<file path="src/hw/rtl/button_short_long_press_toggler_top_defines.svh">
// Assertion macros used by the button toggler RTL.
// Depends on nothing; included by bslt_core, the module that carries concurrent checks.
`ifndef BUTTON_SHORT_LONG_PRESS_TOGGLER_TOP_DEFINES_SVH
`define BUTTON_SHORT_LONG_PRESS_TOGGLER_TOP_DEFINES_SVH

// Same-cycle implication, checked outside reset.
`define BSLT_ASSERT_NOW(label, clk, rst_n, ante, cons) \
    label: assert property (@(posedge clk) disable iff (!rst_n) (ante) |-> (cons)) \
        else $error("bslt: same-cycle check failed");

// Next-cycle implication, checked outside reset.
`define BSLT_ASSERT_NEXT(label, clk, rst_n, ante, cons) \
    label: assert property (@(posedge clk) disable iff (!rst_n) (ante) |=> (cons)) \
        else $error("bslt: next-cycle check failed");

`endif

</file>
<file path="src/hw/rtl/bslt_pkg.sv">
// Shared widths, register indexes, reset values and types for the button toggler.
// Depends on nothing; used by the interfaces and all modules.
package bslt_pkg;

    localparam int TIME_W    = 32;
    localparam int MS_W      = 16;
    localparam int PHASE_W   = 2;
    localparam int CFG_IDX_W = 2;

    localparam logic [CFG_IDX_W-1:0] CFG_IDX_DEBOUNCE   = 2'd0;
    localparam logic [CFG_IDX_W-1:0] CFG_IDX_LONG_PRESS = 2'd1;
    localparam logic [CFG_IDX_W-1:0] CFG_IDX_PRESSED    = 2'd2;

    localparam logic [MS_W-1:0] DEBOUNCE_RST   = 16'd20;
    localparam logic [MS_W-1:0] LONG_PRESS_RST = 16'd3000;
    localparam logic            PRESSED_RST    = 1'b0;

    typedef struct packed {
        logic [MS_W-1:0] debounce_ms;
        logic [MS_W-1:0] long_press_ms;
        logic            pressed_level;
    } t_cfg;

    typedef struct packed {
        logic              valid;
        logic [TIME_W-1:0] now_ms;
        logic              key_pin;
        logic              edge_seen;
    } t_poll;

endpackage

</file>
<file path="src/hw/rtl/bslt_ifs.sv">
// Handshake channel interfaces: poll requests, results and register writes.
// Depends on bslt_pkg for field widths.
interface bslt_in_if;
    logic                       valid;
    logic                       ready;
    logic [bslt_pkg::TIME_W-1:0] now_ms;
    logic                       key_pin;
    logic                       edge_seen;

    modport source (output valid, output now_ms, output key_pin, output edge_seen,
                    input ready);
    modport sink   (input valid, input now_ms, input key_pin, input edge_seen,
                    output ready);
endinterface

interface bslt_out_if;
    logic                         valid;
    logic                         ready;
    logic                         power_out;
    logic                         backlight_out;
    logic [bslt_pkg::PHASE_W-1:0] phase;

    modport source (output valid, output power_out, output backlight_out, output phase,
                    input ready);
    modport sink   (input valid, input power_out, input backlight_out, input phase,
                    output ready);
endinterface

interface bslt_cfg_if;
    logic                           valid;
    logic                           ready;
    logic [bslt_pkg::CFG_IDX_W-1:0] index;
    logic [bslt_pkg::MS_W-1:0]      data;

    modport source (output valid, output index, output data, input ready);
    modport sink   (input valid, input index, input data, output ready);
endinterface

</file>
<file path="src/hw/rtl/button_short_long_press_toggler_top.sv">
// A poll request accepted into the input register moves on to the result registers when the core takes it.
// Throughput: one request per cycle; the input register holds one request while a
// result stalls, and intake stops once both the input and result registers are full.
// Reset: synchronous active-low; phase idle, power on, backlight off, no pending
// edge, timing registers default (debounce 20 ms, long press 3000 ms, pressed low).
module button_short_long_press_toggler_top (
    input  logic     i_clk,
    input  logic     i_rst_n,
    bslt_cfg_if.sink i_cfg,
    bslt_in_if.sink  i_in,
    bslt_out_if.source o_out
);
    import bslt_pkg::*;

    // Current configuration, held in its own register file.
    t_cfg  w_cfg;
    // Registered poll request waiting for the classifier.
    t_poll w_poll;
    // Classifier consumes the registered request this cycle.
    logic  w_take;

    // Register writes are always accepted; an index past the list is dropped.
    bslt_cfg u_cfg (
        .i_clk   (i_clk),
        .i_rst_n (i_rst_n),
        .i_cfg   (i_cfg),
        .o_cfg   (w_cfg)
    );

    // Hold each incoming poll until the classifier takes it; refill in the
    // same cycle so back-to-back requests stream without a bubble.
    bslt_in_stage u_in_stage (
        .i_clk   (i_clk),
        .i_rst_n (i_rst_n),
        .i_in    (i_in),
        .i_take  (w_take),
        .o_poll  (w_poll)
    );

    // Advance the phase machine by one poll and present the updated levels and
    // phase as the result; stall the take while a result waits unread.
    bslt_core u_core (
        .i_clk   (i_clk),
        .i_rst_n (i_rst_n),
        .i_cfg   (w_cfg),
        .i_poll  (w_poll),
        .o_take  (w_take),
        .o_out   (o_out)
    );

endmodule

</file>
<file path="src/hw/rtl/bslt_cfg.sv">
// Configuration register file: debounce time, long-press time, pressed level.
// Depends on bslt_pkg and bslt_ifs.
module bslt_cfg (
    input  logic         i_clk,
    input  logic         i_rst_n,
    bslt_cfg_if.sink     i_cfg,
    output bslt_pkg::t_cfg o_cfg
);
    import bslt_pkg::*;

    t_cfg r_cfg;
    t_cfg n_cfg;

    assign i_cfg.ready = 1'b1;
    assign o_cfg       = r_cfg;

    always_comb begin
        n_cfg = r_cfg;
        if (i_cfg.valid) begin
            unique case (i_cfg.index)
                CFG_IDX_DEBOUNCE:   n_cfg.debounce_ms   = i_cfg.data;
                CFG_IDX_LONG_PRESS: n_cfg.long_press_ms = i_cfg.data;
                CFG_IDX_PRESSED:    n_cfg.pressed_level = i_cfg.data[0];
                default:            n_cfg = r_cfg; // unused index: drop
            endcase
        end
    end

    always_ff @(posedge i_clk) begin
        if (!i_rst_n) begin
            r_cfg.debounce_ms   <= DEBOUNCE_RST;
            r_cfg.long_press_ms <= LONG_PRESS_RST;
            r_cfg.pressed_level <= PRESSED_RST;
        end else begin
            r_cfg <= n_cfg;
        end
    end

endmodule

</file>
<file path="src/hw/rtl/bslt_in_stage.sv">
// Input register for poll requests; frees itself when the core takes the request.
// Depends on bslt_pkg and bslt_ifs.
module bslt_in_stage (
    input  logic            i_clk,
    input  logic            i_rst_n,
    bslt_in_if.sink         i_in,
    input  logic            i_take,
    output bslt_pkg::t_poll o_poll
);
    import bslt_pkg::*;

    t_poll r_poll;
    logic  w_accept;

    assign i_in.ready = !r_poll.valid || i_take;
    assign w_accept   = i_in.valid && i_in.ready;
    assign o_poll     = r_poll;

    always_ff @(posedge i_clk) begin
        if (!i_rst_n) begin
            r_poll.valid <= 1'b0;
        end else begin
            if (w_accept) begin
                r_poll.valid     <= 1'b1;
                r_poll.now_ms    <= i_in.now_ms;
                r_poll.key_pin   <= i_in.key_pin;
                r_poll.edge_seen <= i_in.edge_seen;
            end else if (i_take) begin
                r_poll.valid <= 1'b0;
            end
        end
    end

endmodule

</file>
<file path="src/hw/rtl/bslt_core.sv">
// Press classifier: phase machine, time marks and output levels, updated once per request.
// Depends on bslt_pkg, bslt_ifs and the assertion macro header.
`include "button_short_long_press_toggler_top_defines.svh"

module bslt_core (
    input  logic            i_clk,
    input  logic            i_rst_n,
    input  bslt_pkg::t_cfg  i_cfg,
    input  bslt_pkg::t_poll i_poll,
    output logic            o_take,
    bslt_out_if.source      o_out
);
    import bslt_pkg::*;

    typedef enum logic [PHASE_W-1:0] {
        PH_IDLE      = 2'd0,
        PH_DEBOUNCE  = 2'd1,
        PH_PRESSED   = 2'd2,
        PH_LONG_DONE = 2'd3
    } t_phase_e;

    t_phase_e          r_phase,  n_phase;
    logic              r_edge_pending, n_edge_pending;
    logic [TIME_W-1:0] r_db_start, n_db_start;
    logic [TIME_W-1:0] r_press_start, n_press_start;
    logic              r_power, n_power;
    logic              r_backlight, n_backlight;
    logic              r_out_valid;

    logic              w_pressed;
    logic              w_pending;
    logic [TIME_W-1:0] w_db_elapsed;
    logic [TIME_W-1:0] w_press_elapsed;
    logic              w_db_done;
    logic              w_long_done;

    // The state registers are the result register: they change only on a take,
    // which needs the result slot free or drained in the same cycle.
    assign o_take = i_poll.valid && (!r_out_valid || o_out.ready);

    assign o_out.valid         = r_out_valid;
    assign o_out.power_out     = r_power;
    assign o_out.backlight_out = r_backlight;
    assign o_out.phase         = r_phase;

    assign w_pressed       = (i_poll.key_pin == i_cfg.pressed_level);
    assign w_pending       = r_edge_pending || i_poll.edge_seen;
    assign w_db_elapsed    = i_poll.now_ms - r_db_start;
    assign w_press_elapsed = i_poll.now_ms - r_press_start;
    assign w_db_done       = (w_db_elapsed >= {{(TIME_W-MS_W){1'b0}}, i_cfg.debounce_ms});
    assign w_long_done     = (w_press_elapsed >= {{(TIME_W-MS_W){1'b0}}, i_cfg.long_press_ms});

    always_comb begin
        n_phase        = r_phase;
        n_edge_pending = w_pending;
        n_db_start     = r_db_start;
        n_press_start  = r_press_start;
        n_power        = r_power;
        n_backlight    = r_backlight;
        unique case (r_phase)
            PH_IDLE: begin
                n_edge_pending = 1'b0;
                if (w_pending && w_pressed) begin
                    n_db_start = i_poll.now_ms;
                    n_phase    = PH_DEBOUNCE;
                end
            end
            PH_DEBOUNCE: begin
                if (w_db_done) begin
                    if (w_pressed) begin
                        n_press_start = i_poll.now_ms;
                        n_phase       = PH_PRESSED;
                    end else begin
                        n_phase = PH_IDLE;
                    end
                end
            end
            PH_PRESSED: begin
                if (!w_pressed) begin
                    n_backlight = !r_backlight;
                    n_phase     = PH_IDLE;
                end else if (w_long_done) begin
                    n_power = !r_power;
                    n_phase = PH_LONG_DONE;
                end
            end
            PH_LONG_DONE: begin
                if (!w_pressed) begin
                    n_phase = PH_IDLE;
                end
            end
            default: n_phase = PH_IDLE;
        endcase
    end

    always_ff @(posedge i_clk) begin
        if (!i_rst_n) begin
            r_phase        <= PH_IDLE;
            r_edge_pending <= 1'b0;
            r_db_start     <= '0;
            r_press_start  <= '0;
            r_power        <= 1'b1;
            r_backlight    <= 1'b0;
            r_out_valid    <= 1'b0;
        end else begin
            if (o_take) begin
                r_phase        <= n_phase;
                r_edge_pending <= n_edge_pending;
                r_db_start     <= n_db_start;
                r_press_start  <= n_press_start;
                r_power        <= n_power;
                r_backlight    <= n_backlight;
                r_out_valid    <= 1'b1;
            end else if (o_out.ready) begin
                r_out_valid <= 1'b0;
            end
        end
    end

    `BSLT_ASSERT_NOW(a_take_has_room, i_clk, i_rst_n, o_take, !r_out_valid || o_out.ready)
    `BSLT_ASSERT_NEXT(a_hold_without_take, i_clk, i_rst_n, !o_take,
        $stable(r_phase) && $stable(r_power) && $stable(r_backlight))
    `BSLT_ASSERT_NEXT(a_long_done_exit, i_clk, i_rst_n, r_phase == PH_LONG_DONE,
        r_phase == PH_LONG_DONE || r_phase == PH_IDLE)
    `BSLT_ASSERT_NEXT(a_power_once, i_clk, i_rst_n, r_phase == PH_LONG_DONE, $stable(r_power))
    `BSLT_ASSERT_NEXT(a_backlight_on_release, i_clk, i_rst_n, r_phase != PH_PRESSED,
        $stable(r_backlight))

endmodule

</file>
<file path="src/flat_wrapper.sv">
// flat-port wrapper written by rule: the top's interface ports become plain ports
module button_short_long_press_toggler_top_flat import bslt_pkg::*;
  (i_clk, i_rst_n, i_cfg_valid, i_cfg_index, i_cfg_data, i_cfg_ready, i_in_valid, i_in_now_ms, i_in_key_pin, i_in_edge_seen, i_in_ready, o_out_valid, o_out_power_out, o_out_backlight_out, o_out_phase, o_out_ready);
  bslt_cfg_if i_cfg_i ();
  bslt_in_if i_in_i ();
  bslt_out_if o_out_i ();
  input  logic i_clk;
  input  logic i_rst_n;
  input wire logic [$bits(i_cfg_i.valid)-1:0] i_cfg_valid;
  input wire logic [$bits(i_cfg_i.index)-1:0] i_cfg_index;
  input wire logic [$bits(i_cfg_i.data)-1:0] i_cfg_data;
  output wire logic [$bits(i_cfg_i.ready)-1:0] i_cfg_ready;
  input wire logic [$bits(i_in_i.valid)-1:0] i_in_valid;
  input wire logic [$bits(i_in_i.now_ms)-1:0] i_in_now_ms;
  input wire logic [$bits(i_in_i.key_pin)-1:0] i_in_key_pin;
  input wire logic [$bits(i_in_i.edge_seen)-1:0] i_in_edge_seen;
  output wire logic [$bits(i_in_i.ready)-1:0] i_in_ready;
  output wire logic [$bits(o_out_i.valid)-1:0] o_out_valid;
  output wire logic [$bits(o_out_i.power_out)-1:0] o_out_power_out;
  output wire logic [$bits(o_out_i.backlight_out)-1:0] o_out_backlight_out;
  output wire logic [$bits(o_out_i.phase)-1:0] o_out_phase;
  input wire logic [$bits(o_out_i.ready)-1:0] o_out_ready;
  assign i_cfg_i.valid = i_cfg_valid;
  assign i_cfg_i.index = i_cfg_index;
  assign i_cfg_i.data = i_cfg_data;
  assign i_cfg_ready = i_cfg_i.ready;
  assign i_in_i.valid = i_in_valid;
  assign i_in_i.now_ms = i_in_now_ms;
  assign i_in_i.key_pin = i_in_key_pin;
  assign i_in_i.edge_seen = i_in_edge_seen;
  assign i_in_ready = i_in_i.ready;
  assign o_out_valid = o_out_i.valid;
  assign o_out_power_out = o_out_i.power_out;
  assign o_out_backlight_out = o_out_i.backlight_out;
  assign o_out_phase = o_out_i.phase;
  assign o_out_i.ready = o_out_ready;
  button_short_long_press_toggler_top u_core (.i_clk(i_clk), .i_rst_n(i_rst_n), .i_cfg(i_cfg_i), .i_in(i_in_i), .o_out(o_out_i));
endmodule
</file>
<file path="config.mk">
export PLATFORM = sky130hd
export DESIGN_NAME = button_short_long_press_toggler_top_flat
export DESIGN_NICKNAME = d
export VERILOG_FILES = /design/src/hw/rtl/bslt_pkg.sv /design/src/hw/rtl/bslt_ifs.sv /design/src/hw/rtl/button_short_long_press_toggler_top.sv /design/src/hw/rtl/bslt_cfg.sv /design/src/hw/rtl/bslt_in_stage.sv /design/src/hw/rtl/bslt_core.sv /design/src/flat_wrapper.sv
export VERILOG_INCLUDE_DIRS = /design/src /design/src/hw/rtl
export SDC_FILE = /design/constraint.sdc
export NUM_CORES = 1
export LEC_CHECK = 0
export BUFFER_PORTS_ARGS = -buffer_cell sky130_fd_sc_hd__buf_2
export CORE_MARGIN = 2
export CORE_UTILIZATION = 50
export DETAILED_ROUTE_END_ITERATION = 7
export GPL_TIMING_DRIVEN = 0
export MAX_ROUTING_LAYER = met4
export PLACE_DENSITY_LB_ADDON = 0.3
export SYNTH_ARGS = -nofsm -noshare
export SYNTH_HDL_FRONTEND = slang
export SYNTH_HIERARCHICAL = 1
export SYNTH_SLANG_ARGS = --single-unit
</file>
<file path="constraint.sdc">
create_clock -name i_clk -period 4.9 [get_ports i_clk]
set_input_delay 0.49 -clock i_clk [delete_from_list [all_inputs] [get_ports i_clk]]
set_output_delay 0.49 -clock i_clk [all_outputs]
set_load 0.01 [all_outputs]
</file>
==> summary.md <==
| Metric | Value |
|---|---|
| Outcome | finished, violations left |
| Failing checks | setup timing |
| Cell area after synthesis | 9854 sq um |
| P_int | 2.193 mW |
| Post-layout net count | 1445 |
| Clk_lat worst skew | just over 0.4 ns |
| Placed Instances | 1521 |
| Area grow syn2layout | 17.72% |
| Placement-stage cell area | 10500 sq um |
| Layout Skew | 0.008658 ns |
| Hold path depth | 1 |
| Critical Path RT | about 5.2 ns |
| Placer Congestion | about 0.9 |
| 1st-iter DRT viols | slightly above 500 |
| RSZ-0062 raised after global routing | true |
| Io pins | 64 |
| WHS Endpoint | u_core/u_in_stage/o_poll[15] |
| Final WS setup | -0.06833 ns |
| Vias in the first global route | 8285 |
| Grt ovf | 0 |
| PwrDens | 265.1 nW/um^2 |
| Max FO, Critical Path | 7 |
| Post-Synthesis Cells | 1194 |
| Tmin final | 4.968 ns |
| Critical path buffers and inverters | 3 |
| Synth unique cells | 73 |
| Fraction of layout cells with a size suffix above 1 | about 17% |
| Clock-pin transition on the worst setup and hold timing paths | 0.06 ns |
| Yosys warnings | 6 |
| Final Cell Area | 11600 sq um |
| Final Hold Vio Count | 0 |
| Startpoint class of the critical path | register |
| Final ANT Viol Nets | 0 |
| DP Wirelength | 19.80 mm |
| Largest net degree at the start of global routing | 35 |
| Drt wl/cell | 16.87 um |
| Most frequent cells in the layout | nand2_1, inv_1, a21oi_1 |
| Core area | 19400 sq um |
| CP Data Arrival Time | between 5 and 6 ns |
| Crit. End Element | register |
| Num CTS Buffers | 17 |
| Number of inserted diodes | 0 |
| Maximum vdd drop | ~0.24 mV |
| Vias/cell | 5.642 |
| DR DRC count | 0 |
| Worst slew margin | 40.48% |
| Synth Net Count | 1347 |
| Root Buffer | clkbuf_16 |
| Final max-slew violation count | 0 |
| Post-route clock period utilization | 101.4% |
| Syn Area/Cell | ~8.3 sq um |
| P_sw | 882.1 uW |
| Clk sinks | approximately 140 |
| Commonest non-fill, non-tap cell in the layout | nand2_1 |
| Worst Tran Pin Value | around 0.88 ns |
| Initial Utilization | about half |
| Slowest-stage cell, CP | or4_4 |
| Async set-reset flop share out of synthesis | 0% |
| Drt total wl | 26.48 mm |
| Total GRT Usage | 25.76% |
| Hold Startpoint | i_in_now_ms[13] |
| Max-cap violations | 0 |
| Cell family contributing the most delay on the critical path | compound AO/OA/AOI/OAI gates |
| Crit Path Category | register to register |
| First-pass GRT wire length | 40.90 mm |
| Die Ht | 144.4 um |
| Vias | 8858 |
| # port buffers | between 60 and 70 |
| CP peak stage delay | 0.54 ns |
| FMAX | a little over 0.2 GHz |
| CTS tree | done |
| Post-synth EDFFs | 34 |
| Logic pwr share | 19.4% |
| Setup Viol. Count Final | 29 |
| Die Area | 20850 sq um |
| Non-filler instance count after layout | about 1600 |
| Register area share after synthesis | 31.49% |
| R2r endpoint | u_core/u_core/r_press_start[22] |
| CP Cell Sequence | ha_4 -> o21a_1 -> o31a_1 -> o21ai_2 -> nor2_2 -> o21ai_1 -> nand2b_1 -> a21oi_2 -> buf_4 -> xnor2_2 -> ha_1 -> a21o_1 -> a21oi_1 -> nor2b_1 -> a2111oi_4 -> o311a_1 -> o221ai_2 -> or4_4 -> nor4b_4 -> nor4bb_4 -> buf_6 -> clkbuf_16 -> nand3_4 -> o31ai_4 |
| Pre-antenna DRT Iters | 5 |
| Seq cells post-synth | 138 |
| Worst Hold Class | input port to register |
| Max clock buf depth | 2 |
| # rows | slightly above 50 |
| Worst R2R Path Depth | 24 |
| Total Power | 3.075 mW |
| Initial antenna violation count | 0 |
| Worst reg2reg setup slack | -0.07 ns |
| Clk pwr share | 40.4% |
| Flop pwr share | 40.2% |
| Chip width | 144.4 um |
| Leakage Power | between 4 and 5 nW |
| Post-CTS Hold Buffers | 0 |
| Worst R2R Start | u_core/u_in_stage/o_poll[4] |
| Filler instances | 1681 |
| Primary FF master, synth | dfxtp_1 |
| Switching share of power | 28.68% |
| Number of H-tree levels | 4 |
==> routing by layer <==
layer / track usage (%) / wire (um) / vias up
met5: - / 0 / -
met4: 9.607 / 732 / 0
met3: 3.013 / 1014 / 39
met2: 41.63 / 12680 / 212
met1: 33.35 / 12060 / 4174
li1: - / - / 4433
==> cells by family (layout without fill, tap and decap cells) <==
group / Yosys count / in the layout / share of synthesized area (%)
simple gates: 377 / 377 / 18.19
compound gates: 328 / 328 / 23.06
flops: 138 / 138 / 31.49
other cells: 1 / 1 / 0.03805
buf+inv: 181 / 292 / 7.986
fa+ha+maj: 96 / 96 / 12.34
xor+xnor: 42 / 42 / 3.733
mux: 31 / 31 / 3.162
==> power by group through the flow <==
| stage | clock (mW) | sequential, mW | combinational [mW] |
|---|---|---|---|
| after global placement | 0 | 1.26 | 0.530 |
| after CTS | 1.26 | 1.23 | 0.562 |
| after floorplan | 0 | 1.25 | 0.404 |
| final | 1.24 | 1.24 | 0.597 |
| after global routing | 1.31 | 1.24 | 0.659 |
| after detailed placement | 0 | 1.26 | 0.540 |
==> Yosys cell counts, drive strengths merged, types with 6 or more instances <==
cell | n | area (sq um)
xor2 | 16 | 140.1
o21bai | 7 | 52.55
nand3 | 49 | 245.2
edfxtp | 34 | 1021
nand4b | 6 | 52.55
buf | 27 | 205.2
inv | 119 | 446.7
nand4 | 22 | 137.6
a21o | 32 | 240.2
o31ai | 35 | 402.9
o21ai | 44 | 224.0
nand2b | 13 | 88.83
nor2 | 50 | 187.7
and3 | 8 | 50.05
mux2i | 30 | 300.3
nand2 | 172 | 645.6
o21a | 13 | 97.59
a21oi | 121 | 616.9
o22ai | 6 | 37.54
clkbuf | 35 | 135.1
nor3 | 16 | 80.08
o211ai | 16 | 135.1
xnor2 | 26 | 227.7
dfxtp | 104 | 2082
a31oi | 8 | 50.05
a211oi | 10 | 75.07
nor2b | 12 | 75.07
ha | 94 | 1176
==> timing repair <==
action / in CTS / in global routing
buffers inserted: 10 / 5
cloned: 1 / 2
setup endpoints to repair: 35 / 35
pin swaps: 14 / 29
resized for setup: 18 / 53
==> sequential cells by signal (all words and copies together) (netlist names) <==
register	flops
u_core/u_cfg/o_cfg	33
u_core/u_core/o_out.backlight_out	1
u_core/u_in_stage/o_poll	35
u_core/u_core/o_out.power_out	1
u_core/u_core/r_db_start	32
u_core/u_core/o_out.phase	2
u_core/u_core/r_edge_pending	1
u_core/u_core/o_out.valid	1
u_core/u_core/r_press_start	32
==> metrics by stage <==
stage | util [%] | TNS (ns) | worst slack [ns] | hold slack, ns
global placement | 54.11 | -20.29 | -0.6531 | 0.4413
CTS | 57.97 | 0 | 0.009010 | 0.2310
floorplan | - | 0 | 0.09660 | 0.4321
global route | 59.80 | -8.236 | -0.2891 | 0.2384
finish | 59.80 | -0.7304 | -0.06833 | 0.2502
detailed placement | 54.12 | -20.13 | -0.6581 | 0.4476
==> worst max path at each step <==
stage,startpoint,end,cells after the start
final,u_core/u_in_stage/o_poll[4],u_core/u_core/r_press_start[22],24
after global routing,u_core/u_in_stage/o_poll[3],u_core/u_core/r_press_start[22],24
after CTS,u_core/u_core/r_db_start[1],u_core/u_core/r_press_start[18],25
after detailed placement,u_core/u_in_stage/o_poll[3],u_core/u_core/r_press_start[18],24
after global placement,u_core/u_in_stage/o_poll[3],u_core/u_core/r_press_start[17],24
after floorplan,u_core/u_in_stage/o_poll[3],u_core/u_core/r_press_start[11],24
==> area by class of cell <==
| class | count | area [sq um] | share of cell area, % |
|---|---|---|---|
| multi-input combinational | 875 | 6302 | 54.32 |
| clock buffer | 21 | 504.2 | 4.346 |
| inverter | 119 | 446.7 | 3.850 |
| timing repair buffer | 79 | 473.0 | 4.077 |
| tap | 265 | 331.6 | 2.858 |
| buffer | 62 | 355.3 | 3.063 |
| sequential | 138 | 3104 | 26.76 |
| clock inverter | 11 | 83.83 | 0.7226 |
No activity file was read; power rests on OpenSTA's default activity.
